## src/rtl/acfc_pkg.sv

```systemverilog
// shared types, codes and helper functions for the ascii command frame checker
`default_nettype none

package acfc_pkg;

    localparam int CHAR_W   = 8;
    localparam int CRC_W    = 8;
    localparam int LEN_W    = 13;
    localparam int PCOUNT_W = 4;
    localparam int STATUS_W = 3;

    localparam logic [CRC_W-1:0]  CRC_SEED    = 8'hA5;
    localparam logic [CRC_W-1:0]  CRC_POLY    = 8'h07;
    localparam logic [LEN_W-1:0]  LEN_MAX     = 13'h1FFF;
    localparam logic [LEN_W-1:0]  BUF_SIZE_RST = 13'd128;
    localparam logic [CHAR_W-1:0] CHAR_COMMA  = 8'h2C;
    localparam logic [CHAR_W-1:0] CHAR_SIGN   = 8'h40;

    typedef enum logic [STATUS_W-1:0] {
        ST_OK        = 3'd0,
        ST_TOO_LONG  = 3'd1,
        ST_MALFORMED = 3'd2,
        ST_BAD_CRC   = 3'd3,
        ST_BAD_SIGN  = 3'd4
    } status_t;

    // verdict on the first non-empty token
    typedef enum logic [1:0] {
        FV_NONE  = 2'd0,
        FV_SIGN  = 2'd1,
        FV_OTHER = 2'd2
    } first_verdict_t;

    typedef struct packed {
        status_t                 status;
        logic [PCOUNT_W-1:0]     param_count;
        logic [CRC_W-1:0]        computed_crc;
    } result_t;

    // crc-8, msb first, one byte
    function automatic logic [CRC_W-1:0] crc8_byte(
        input logic [CRC_W-1:0]  crc_in,
        input logic [CHAR_W-1:0] data
    );
        logic [CRC_W-1:0] crc;
        crc = crc_in ^ data;
        for (int i = 0; i < 8; i++) begin
            if (crc[CRC_W-1])
                crc = {crc[CRC_W-2:0], 1'b0} ^ CRC_POLY;
            else
                crc = {crc[CRC_W-2:0], 1'b0};
        end
        return crc;
    endfunction

    // bit 4 set means not a hex digit
    function automatic logic [4:0] hex_value(input logic [CHAR_W-1:0] c);
        logic [4:0] v;
        if (c >= 8'h30 && c <= 8'h39)
            v = {1'b0, 4'(c - 8'h30)};
        else if (c >= 8'h61 && c <= 8'h66)
            v = {1'b0, 4'(c - 8'h57)};
        else if (c >= 8'h41 && c <= 8'h46)
            v = {1'b0, 4'(c - 8'h37)};
        else
            v = 5'h10;
        return v;
    endfunction

endpackage

`default_nettype wire

```

## src/rtl/acfc_if.sv

```systemverilog
// valid/ready channel interfaces for input characters and frame results
`default_nettype none

interface acfc_in_if;
    logic                             valid;
    logic                             ready;
    logic [acfc_pkg::CHAR_W-1:0]      char_byte;
    logic                             frame_end;

    modport source (output valid, output char_byte, output frame_end, input ready);
    modport sink   (input valid, input char_byte, input frame_end, output ready);
endinterface

interface acfc_out_if;
    logic                             valid;
    logic                             ready;
    logic [acfc_pkg::STATUS_W-1:0]    status;
    logic [acfc_pkg::PCOUNT_W-1:0]    param_count;
    logic [acfc_pkg::CRC_W-1:0]       computed_crc;

    modport source (output valid, output status, output param_count,
                    output computed_crc, input ready);
    modport sink   (input valid, input status, input param_count,
                    input computed_crc, output ready);
endinterface

`default_nettype wire

```

## src/rtl/acfc_tracker.sv

```systemverilog
// per-frame state: running crc, comma snapshots, token counts, crc field and verdict
`default_nettype none

module acfc_tracker #(
    parameter int MAX_PARAMS = 8
) (
    input  wire logic                          clk,
    input  wire logic                          rst_n,
    input  wire logic                          accept,
    input  wire logic [acfc_pkg::CHAR_W-1:0]   char_byte,
    input  wire logic                          frame_end,
    input  wire logic [acfc_pkg::LEN_W-1:0]    buffer_size,
    output acfc_pkg::result_t                  result,
    output logic                               result_load
);

    localparam int TOKEN_CAP = MAX_PARAMS + 2;
    localparam int CNT_W     = $clog2(TOKEN_CAP + 1);
    localparam logic [CNT_W-1:0] TOKEN_CAP_C  = CNT_W'(TOKEN_CAP);
    localparam logic [CNT_W-1:0] MAX_PARAMS_C = CNT_W'(MAX_PARAMS);

    logic [acfc_pkg::CRC_W-1:0]  crc_reg,        crc_next;
    logic [acfc_pkg::CRC_W-1:0]  crc_comma_reg,  crc_comma_next;
    logic                        comma_seen_reg, comma_seen_next;
    logic [acfc_pkg::LEN_W-1:0]  len_reg,        len_next;
    logic [1:0]                  tail_len_reg,   tail_len_next;
    logic                        tail_hex_reg,   tail_hex_next;
    logic [7:0]                  tail_val_reg,   tail_val_next;
    logic [1:0]                  tok_len_reg,    tok_len_next;
    logic                        tok_sign_reg,   tok_sign_next;
    logic [CNT_W-1:0]            closed_reg,     closed_next;
    logic [CNT_W-1:0]            tal_reg,        tal_next;
    acfc_pkg::first_verdict_t    verdict_reg,    verdict_next;

    logic [4:0]       hex;
    logic             is_comma;
    logic [CNT_W-1:0] params;

    always_comb
    begin
        hex      = acfc_pkg::hex_value(char_byte);
        is_comma = (char_byte == acfc_pkg::CHAR_COMMA);

        len_next        = (len_reg != acfc_pkg::LEN_MAX) ? len_reg + 1'b1 : len_reg;
        crc_next        = acfc_pkg::crc8_byte(crc_reg, char_byte);
        crc_comma_next  = crc_comma_reg;
        comma_seen_next = comma_seen_reg;
        tail_len_next   = tail_len_reg;
        tail_hex_next   = tail_hex_reg;
        tail_val_next   = tail_val_reg;
        tok_len_next    = tok_len_reg;
        tok_sign_next   = tok_sign_reg;
        closed_next     = closed_reg;
        tal_next        = tal_reg;
        verdict_next    = verdict_reg;

        if (is_comma)
        begin
            crc_comma_next  = crc_reg;
            comma_seen_next = 1'b1;
            if (tok_len_reg != 2'd0)
            begin
                if (closed_reg == '0)
                    verdict_next = (tok_len_reg == 2'd1 && tok_sign_reg) ?
                                   acfc_pkg::FV_SIGN : acfc_pkg::FV_OTHER;
                if (closed_reg < TOKEN_CAP_C)
                    closed_next = closed_reg + 1'b1;
            end
            tal_next      = closed_next;
            tok_len_next  = 2'd0;
            tok_sign_next = 1'b0;
            tail_len_next = 2'd0;
            tail_hex_next = 1'b1;
            tail_val_next = 8'h00;
        end
        else
        begin
            if (tok_len_reg == 2'd0)
                tok_sign_next = (char_byte == acfc_pkg::CHAR_SIGN);
            if (tok_len_reg != 2'd2)
                tok_len_next = tok_len_reg + 1'b1;
            if (tail_len_reg != 2'd3)
                tail_len_next = tail_len_reg + 1'b1;
            if (hex[4])
                tail_hex_next = 1'b0;
            else
                tail_val_next = {tail_val_reg[3:0], hex[3:0]};
        end

        // status from the state after this character
        params = '0;
        if (len_next >= buffer_size)
            result.status = acfc_pkg::ST_TOO_LONG;
        else if (!comma_seen_next)
            result.status = acfc_pkg::ST_MALFORMED;
        else if (tail_len_next == 2'd0 || tail_len_next == 2'd3 || !tail_hex_next ||
                 tail_val_next != crc_comma_next)
            result.status = acfc_pkg::ST_BAD_CRC;
        else if (tal_next < CNT_W'(2))
            result.status = acfc_pkg::ST_MALFORMED;
        else if (verdict_next != acfc_pkg::FV_SIGN)
            result.status = acfc_pkg::ST_BAD_SIGN;
        else
        begin
            result.status = acfc_pkg::ST_OK;
            params = tal_next - CNT_W'(2);
            if (params > MAX_PARAMS_C)
                params = MAX_PARAMS_C;
        end
        result.param_count  = acfc_pkg::PCOUNT_W'(params);
        result.computed_crc = crc_comma_next;
        result_load         = accept && frame_end;
    end

    always_ff @(posedge clk or negedge rst_n)
    begin
        if (!rst_n)
        begin
            crc_reg        <= acfc_pkg::CRC_SEED;
            crc_comma_reg  <= acfc_pkg::CRC_SEED;
            comma_seen_reg <= 1'b0;
            len_reg        <= '0;
            tail_len_reg   <= 2'd0;
            tail_hex_reg   <= 1'b1;
            tail_val_reg   <= 8'h00;
            tok_len_reg    <= 2'd0;
            tok_sign_reg   <= 1'b0;
            closed_reg     <= '0;
            tal_reg        <= '0;
            verdict_reg    <= acfc_pkg::FV_NONE;
        end
        else if (accept)
        begin
            if (frame_end)
            begin
                // frame done, start clean
                crc_reg        <= acfc_pkg::CRC_SEED;
                crc_comma_reg  <= acfc_pkg::CRC_SEED;
                comma_seen_reg <= 1'b0;
                len_reg        <= '0;
                tail_len_reg   <= 2'd0;
                tail_hex_reg   <= 1'b1;
                tail_val_reg   <= 8'h00;
                tok_len_reg    <= 2'd0;
                tok_sign_reg   <= 1'b0;
                closed_reg     <= '0;
                tal_reg        <= '0;
                verdict_reg    <= acfc_pkg::FV_NONE;
            end
            else
            begin
                crc_reg        <= crc_next;
                crc_comma_reg  <= crc_comma_next;
                comma_seen_reg <= comma_seen_next;
                len_reg        <= len_next;
                tail_len_reg   <= tail_len_next;
                tail_hex_reg   <= tail_hex_next;
                tail_val_reg   <= tail_val_next;
                tok_len_reg    <= tok_len_next;
                tok_sign_reg   <= tok_sign_next;
                closed_reg     <= closed_next;
                tal_reg        <= tal_next;
                verdict_reg    <= verdict_next;
            end
        end
    end

endmodule

`default_nettype wire

```

## src/rtl/acfc_out_reg.sv

```systemverilog
// result register with valid/ready toward the receiver
`default_nettype none

module acfc_out_reg (
    input  wire logic               clk,
    input  wire logic               rst_n,
    input  wire logic               load,
    input  wire acfc_pkg::result_t  result,
    output logic                    space,
    acfc_out_if.source              out
);

    logic              valid_reg, valid_next;
    acfc_pkg::result_t data_reg;

    always_comb
    begin
        space      = !valid_reg || out.ready;
        valid_next = load || (valid_reg && !out.ready);
    end

    always_ff @(posedge clk or negedge rst_n)
    begin
        if (!rst_n)
            valid_reg <= 1'b0;
        else
            valid_reg <= valid_next;
    end

    always_ff @(posedge clk)
    begin
        if (load)
            data_reg <= result;
    end

    assign out.valid        = valid_reg;
    assign out.status       = data_reg.status;
    assign out.param_count  = data_reg.param_count;
    assign out.computed_crc = data_reg.computed_crc;

endmodule

`default_nettype wire

```

## src/rtl/ascii_command_frame_checker_core.sv

```systemverilog
// top level of the ascii command frame checker
//
// channels: "in" carries one character word per handshake (char_byte, with
// frame_end marking the last character of a frame); "out" carries one
// result word per frame (status, param_count, computed_crc)
// configuration: cfg_we/cfg_wdata write buffer_size (reset 128); write it
// only while no frame is in progress and no result is pending
// throughput: one character per cycle, back to back, including across frames
// latency: the result of a frame shows on "out" the cycle after its
// frame_end character is taken
// the frame state and crc update sit between the input handshake and a
// single result register; a character that ends no frame only updates state
// stall: while a result waits and out.ready is low, in.ready drops; as soon
// as the receiver takes the result a new character is accepted in the same
// cycle
// reset: asynchronous, active low; clears the frame state to the crc seed
// and empty counters, empties the result register, sets buffer_size to 128
`default_nettype none

module ascii_command_frame_checker_core #(
    parameter int MAX_PARAMS = 8
) (
    input  wire logic                        clk,
    input  wire logic                        rst_n,
    acfc_in_if.sink                          in,
    acfc_out_if.source                       out,
    input  wire logic                        cfg_we,
    input  wire logic [acfc_pkg::LEN_W-1:0]  cfg_wdata
);

    // frame length limit
    logic [acfc_pkg::LEN_W-1:0] buf_size_reg;

    logic              space;
    logic              accept;
    logic              result_load;
    acfc_pkg::result_t result;

    always_ff @(posedge clk or negedge rst_n)
    begin
        if (!rst_n)
            buf_size_reg <= acfc_pkg::BUF_SIZE_RST;
        else if (cfg_we)
            buf_size_reg <= cfg_wdata;
    end

    // take a word whenever the result register can absorb a possible result
    assign in.ready = space;
    assign accept   = in.valid && space;

    acfc_tracker #(
        .MAX_PARAMS (MAX_PARAMS)
    ) u_tracker (
        .clk         (clk),
        .rst_n       (rst_n),
        .accept      (accept),
        .char_byte   (in.char_byte),
        .frame_end   (in.frame_end),
        .buffer_size (buf_size_reg),
        .result      (result),
        .result_load (result_load)
    );

    acfc_out_reg u_out_reg (
        .clk    (clk),
        .rst_n  (rst_n),
        .load   (result_load),
        .result (result),
        .space  (space),
        .out    (out)
    );

endmodule

`default_nettype wire

```

## src/flat_wrapper.sv

```systemverilog
// flat-port wrapper written by rule: the top's interface ports become plain ports
module ascii_command_frame_checker_core_flat 
#(
    parameter int MAX_PARAMS = 8
)
  (clk, rst_n, cfg_we, cfg_wdata, in_valid, in_char_byte, in_frame_end, in_ready, out_valid, out_status, out_param_count, out_computed_crc, out_ready);
  acfc_in_if in_i ();
  acfc_out_if out_i ();
  input  wire logic clk;
  input  wire logic rst_n;
  input  wire logic cfg_we;
  input  wire logic [acfc_pkg::LEN_W-1:0] cfg_wdata;
  input wire logic [$bits(in_i.valid)-1:0] in_valid;
  input wire logic [$bits(in_i.char_byte)-1:0] in_char_byte;
  input wire logic [$bits(in_i.frame_end)-1:0] in_frame_end;
  output wire logic [$bits(in_i.ready)-1:0] in_ready;
  output wire logic [$bits(out_i.valid)-1:0] out_valid;
  output wire logic [$bits(out_i.status)-1:0] out_status;
  output wire logic [$bits(out_i.param_count)-1:0] out_param_count;
  output wire logic [$bits(out_i.computed_crc)-1:0] out_computed_crc;
  input wire logic [$bits(out_i.ready)-1:0] out_ready;
  assign in_i.valid = in_valid;
  assign in_i.char_byte = in_char_byte;
  assign in_i.frame_end = in_frame_end;
  assign in_ready = in_i.ready;
  assign out_valid = out_i.valid;
  assign out_status = out_i.status;
  assign out_param_count = out_i.param_count;
  assign out_computed_crc = out_i.computed_crc;
  assign out_i.ready = out_ready;
  ascii_command_frame_checker_core #(.MAX_PARAMS(MAX_PARAMS)) u_core (.clk(clk), .rst_n(rst_n), .in(in_i), .out(out_i), .cfg_we(cfg_we), .cfg_wdata(cfg_wdata));
endmodule
```

## config.mk

```make
export PLATFORM = sky130hd
export DESIGN_NAME = ascii_command_frame_checker_core_flat
export DESIGN_NICKNAME = d
export VERILOG_FILES = /design/src/rtl/acfc_pkg.sv /design/src/rtl/acfc_if.sv /design/src/rtl/acfc_tracker.sv /design/src/rtl/acfc_out_reg.sv /design/src/rtl/ascii_command_frame_checker_core.sv /design/src/flat_wrapper.sv
export SDC_FILE = /design/constraint.sdc
export NUM_CORES = 1
export LEC_CHECK = 0
export ABC_AREA = 1
export BUFFER_PORTS_ARGS = -buffer_cell sky130_fd_sc_hd__buf_2
export CAP_MARGIN = 20
export CORE_MARGIN = 5
export CORE_UTILIZATION = 50
export DETAILED_ROUTE_END_ITERATION = 8
export GPL_TIMING_DRIVEN = 0
export PLACE_DENSITY = 0.76
export SYNTH_ARGS = -nofsm -noshare
export SYNTH_HDL_FRONTEND = slang
export SYNTH_SLANG_ARGS = --single-unit
```

## constraint.sdc

```tcl
create_clock -name clk -period 8.4 [get_ports clk]
set_input_delay 0.84 -clock clk [delete_from_list [all_inputs] [get_ports clk]]
set_output_delay 0.84 -clock clk [all_outputs]
set_load 0.02 [all_outputs]
```

==> flow_metrics.tcl <==
set metrics [dict create \
    status "finished clean" \
    timing.hold.worst_path_depth 2 \
    gr-usage-all-layers_pct 20.4 \
    start_kind "flip-flop" \
    post_synthesis_compound_gate_area_fraction_pct 11.6 \
    via_per_inst 5.33 \
    routedWlPerCell_um 14.7 \
    yosys.area_share.simple_pct 22.0 \
    ctsResizeCount 0 \
    cp.arrival_ns 3.97 \
    yosys.cell_count.top_type "sky130_fd_sc_hd__nand2_1" \
    timing.rr.end "u_core.u_out_reg.out.param_count[3]" \
    routed_via_count 4199 \
    final_number_of_hold_violating_endpoints 0 \
    total_half_perimeter_wirelength_after_legalization_and_detailed_placement_um 8540 \
    antenna_cells_inserted 0 \
    ctsLongestPathBuffers 2 \
    post_route_fraction_of_the_period_consumed_by_the_critical_path_pct 44.9 \
    synthesis.area_per_instance_um2 8.26 \
    placeableCoreArea_um2 9680 \
    synth_flop_cell "sky130_fd_sc_hd__dfrtp_1" \
    synth.yosys.seq_area_share_pct 43.9 \
    worst_slack_ns 4.63 \
    critical_path_required_ns 8.60 \
    number_of_synthesized_flops_with_an_enable_pin 15 \
    die_area_um2 11900 \
    synth_area_leader_cell "sky130_fd_sc_hd__dfrtp_1" \
    syn_inst 597 \
    cts_htree_levels 3 \
    r2r_slack_ns 4.63 \
    regToRegStartpoint "u_core.u_tracker.len_reg[0]" \
    portBuffers 41 \
    p_leak_nw 2.66 \
    initial_core_util_pct 50.9 \
    pin_count_of_the_biggest_net_entering_global_routing 69 \
    holdCritStartpoint "u_core.u_tracker.comma_seen_reg" \
    finalPower_mw 1.04 \
    synth_top_area_share_pct 29.4 \
    synth_mux_area_share_pct 0.228 \
    clock-root-buffer "sky130_fd_sc_hd__clkbuf_8" \
    cts.repair_timing.setup_buffer_count 0 \
    timing.reg2reg.worst_path_depth 21 \
    fillCellCount 862 \
    final-max-slew-violation-count 0 \
    drt_pre_antenna_iters 4 \
    floorplan.io_pins 44 \
    critPathKind "flip-flop to flip-flop" \
    grt.overflow.total 0 \
    grt_pass1_vias 3878 \
    post_synth_num_cell_types 42 \
    final-seq-area_um2 2160 \
    holdPathEnd "u_core.u_tracker.comma_seen_reg" \
    synth.ff_latch_count 83 \
    finalNetCount 701 \
    synth-adder-area-share_pct 6.09 \
    syn_area_um2 4930 \
    holdBufCountCts 0 \
    pwr_dens_nw_per_um2 189 \
    skew_ns 0.0105 \
    clock_sinks 83 \
    fin_cells 788 \
    layout-drive-gt1-share_pct 15.6 \
    grt_first_pass_wirelength_um 18800 \
    critical_path_peak_fanout 6 \
    asyncSetResetFlopFracSynth_pct 81.9 \
    fmax_mhz 265 \
    cts_inserted_buffers 9 \
    drc 0 \
    clock_latency_ns 0.36 \
    drt-initial-drc-count 324 \
    number_of_antenna_violations_at_the_first_check_in_global_routing 0 \
    gpl.final_weighted_congestion 0.891 \
    clk_transition_reported_paths_ns 0.09 \
    post-place-cells 772 \
    multi_input_area_um2 2260 \
    synth.yosys.warnings 0 \
    setup-tns-final_ns 0 \
    dieWidth_um 109 \
    critPathCaptureType "flip-flop" \
    floorplan.rows 36 \
    vdd_drop_max_mv 0.0792 \
    detail_route.wirelength_um 11600 \
    worst_pin_slew_ns 0.867 \
    netlist_top_cells_area "sky130_fd_sc_hd__dfrtp_1 (29%), sky130_fd_sc_hd__edfxtp_1 (9.1%), sky130_fd_sc_hd__nand2_1 (8.5%), sky130_fd_sc_hd__inv_1 (8.1%), sky130_fd_sc_hd__ha_1 (6.1%)" \
    period_needed_ns 3.77 \
    maxCapViolations 0 \
    fp.dieH_um 109 \
    grt_setup_unrepaired "false" \
    maxSlewHeadroom_pct 42.2 \
    antenna_left 0 \
    synthesis.nets 648 \
    synth_commonest_cells "sky130_fd_sc_hd__nand2_1 (111), sky130_fd_sc_hd__inv_1 (106), sky130_fd_sc_hd__dfrtp_1 (58)" \
    hp-class "flip-flop to flip-flop" \
    clock_tree_from_tritoncts "built" \
    synth_top_family_by_area "simple AND/OR/NAND/NOR gates" \
    placement.setup.worst_slack_ns 4.72 \
    synthXorXnorAreaFrac_pct 5.86 \
    number_of_failing_setup_endpoints_in_the_final_timing_report 0 \
    area_growth_syn_to_layout_pct 11.4 \
]
-- metal layers --
layer,GRT usage (%),share of wire (%),vias up
met5,0,0,-
met4,9.35,2.7,0
met3,3.37,6.2,26
met2,30.7,46,143
met1,28.7,45,1965
li1,-,-,2065
-- metrics by stage --
step                utilization (%)  hold slack [ns]  cell area, um2
detailed placement             54.8            0.469            5310
global placement               54.7            0.460            5300
floorplan                         -            0.448            4930
finish                         56.7            0.489            5490
global route                   56.7            0.527            5490
CTS                            56.7            0.489            5490
-- cell families after synthesis --
kind of cell	Yosys count
buffers and inverters	128
multiplexers	1
AND/OR/NAND/NOR	229
AO/OA/AOI/OAI	99
adder cells (fa/ha/maj)	24
XOR/XNOR	33
flip-flops	83
-- final cells by class --
type                       instances  share of cell area (%)
sequential                        83                    39.4
clock inverter                     4                   0.478
timing repair buffer              42                    3.92
clock buffer                      12                    2.83
inverter                         112                    7.68
tap                              133                    3.03
multi-input combinational        386                    41.1
buffer                            16                    1.53
-- worst max path at each step --
| stage | to | start |
|---|---|---|
| 6_report | u_core.u_out_reg.out.param_count[3] | u_core.u_tracker.len_reg[0] |
| 4_1_cts | u_core.u_out_reg.out.param_count[3] | u_core.u_tracker.len_reg[0] |
| 2_1_floorplan | u_core.u_out_reg.out.param_count[3] | u_core.u_tracker.len_reg[0] |
| 3_3_place_gp | u_core.u_out_reg.out.param_count[3] | u_core.u_tracker.len_reg[0] |
| 3_5_place_dp | u_core.u_out_reg.out.param_count[3] | u_core.u_tracker.len_reg[0] |
| 5_1_grt | u_core.u_out_reg.out.param_count[1] | u_core.u_tracker.len_reg[0] |
-- worst max-delay path: stages, from the launching register on --
cell	delay (ns)
sky130_fd_sc_hd__dfrtp_1	0.39
sky130_fd_sc_hd__ha_1	0.23
sky130_fd_sc_hd__nand3_1	0.11
sky130_fd_sc_hd__nor3_1	0.07
sky130_fd_sc_hd__nand3_1	0.09
sky130_fd_sc_hd__nor2_1	0.06
sky130_fd_sc_hd__nand2_1	0.20
sky130_fd_sc_hd__inv_1	0.12
sky130_fd_sc_hd__nor3_1	0.25
sky130_fd_sc_hd__nand2_1	0.15
sky130_fd_sc_hd__nor2_1	0.13
sky130_fd_sc_hd__xor2_1	0.19
sky130_fd_sc_hd__inv_1	0.06
sky130_fd_sc_hd__ha_1	0.31
sky130_fd_sc_hd__a21oi_1	0.16
sky130_fd_sc_hd__o21ai_0	0.10
sky130_fd_sc_hd__a21oi_1	0.13
sky130_fd_sc_hd__nand2_1	0.08
sky130_fd_sc_hd__nor2_1	0.23
sky130_fd_sc_hd__nand3_1	0.17
sky130_fd_sc_hd__or2_1	0.23
sky130_fd_sc_hd__nor3_1	0.16
-- power breakdown --
part / total [mW] / switching [mW] / internal [mW]
Combinational: 0.287 / 0.176 / 0.111
Clock: 0.270 / 0.146 / 0.123
Sequential: 0.481 / 0.0286 / 0.453
-- placed cells by master, fill, tap and decap left out, types with 21 or more instances in the layout --
cell	count
sky130_fd_sc_hd__nand2_1	111
sky130_fd_sc_hd__nor2_1	28
sky130_fd_sc_hd__dfrtp_1	58
sky130_fd_sc_hd__nand3_1	38
sky130_fd_sc_hd__buf_2	41
sky130_fd_sc_hd__inv_1	106
sky130_fd_sc_hd__o22ai_1	30
sky130_fd_sc_hd__ha_1	24
sky130_fd_sc_hd__o21ai_0	36
sky130_fd_sc_hd__xor2_1	21
(Power assumes the default switching activity.)
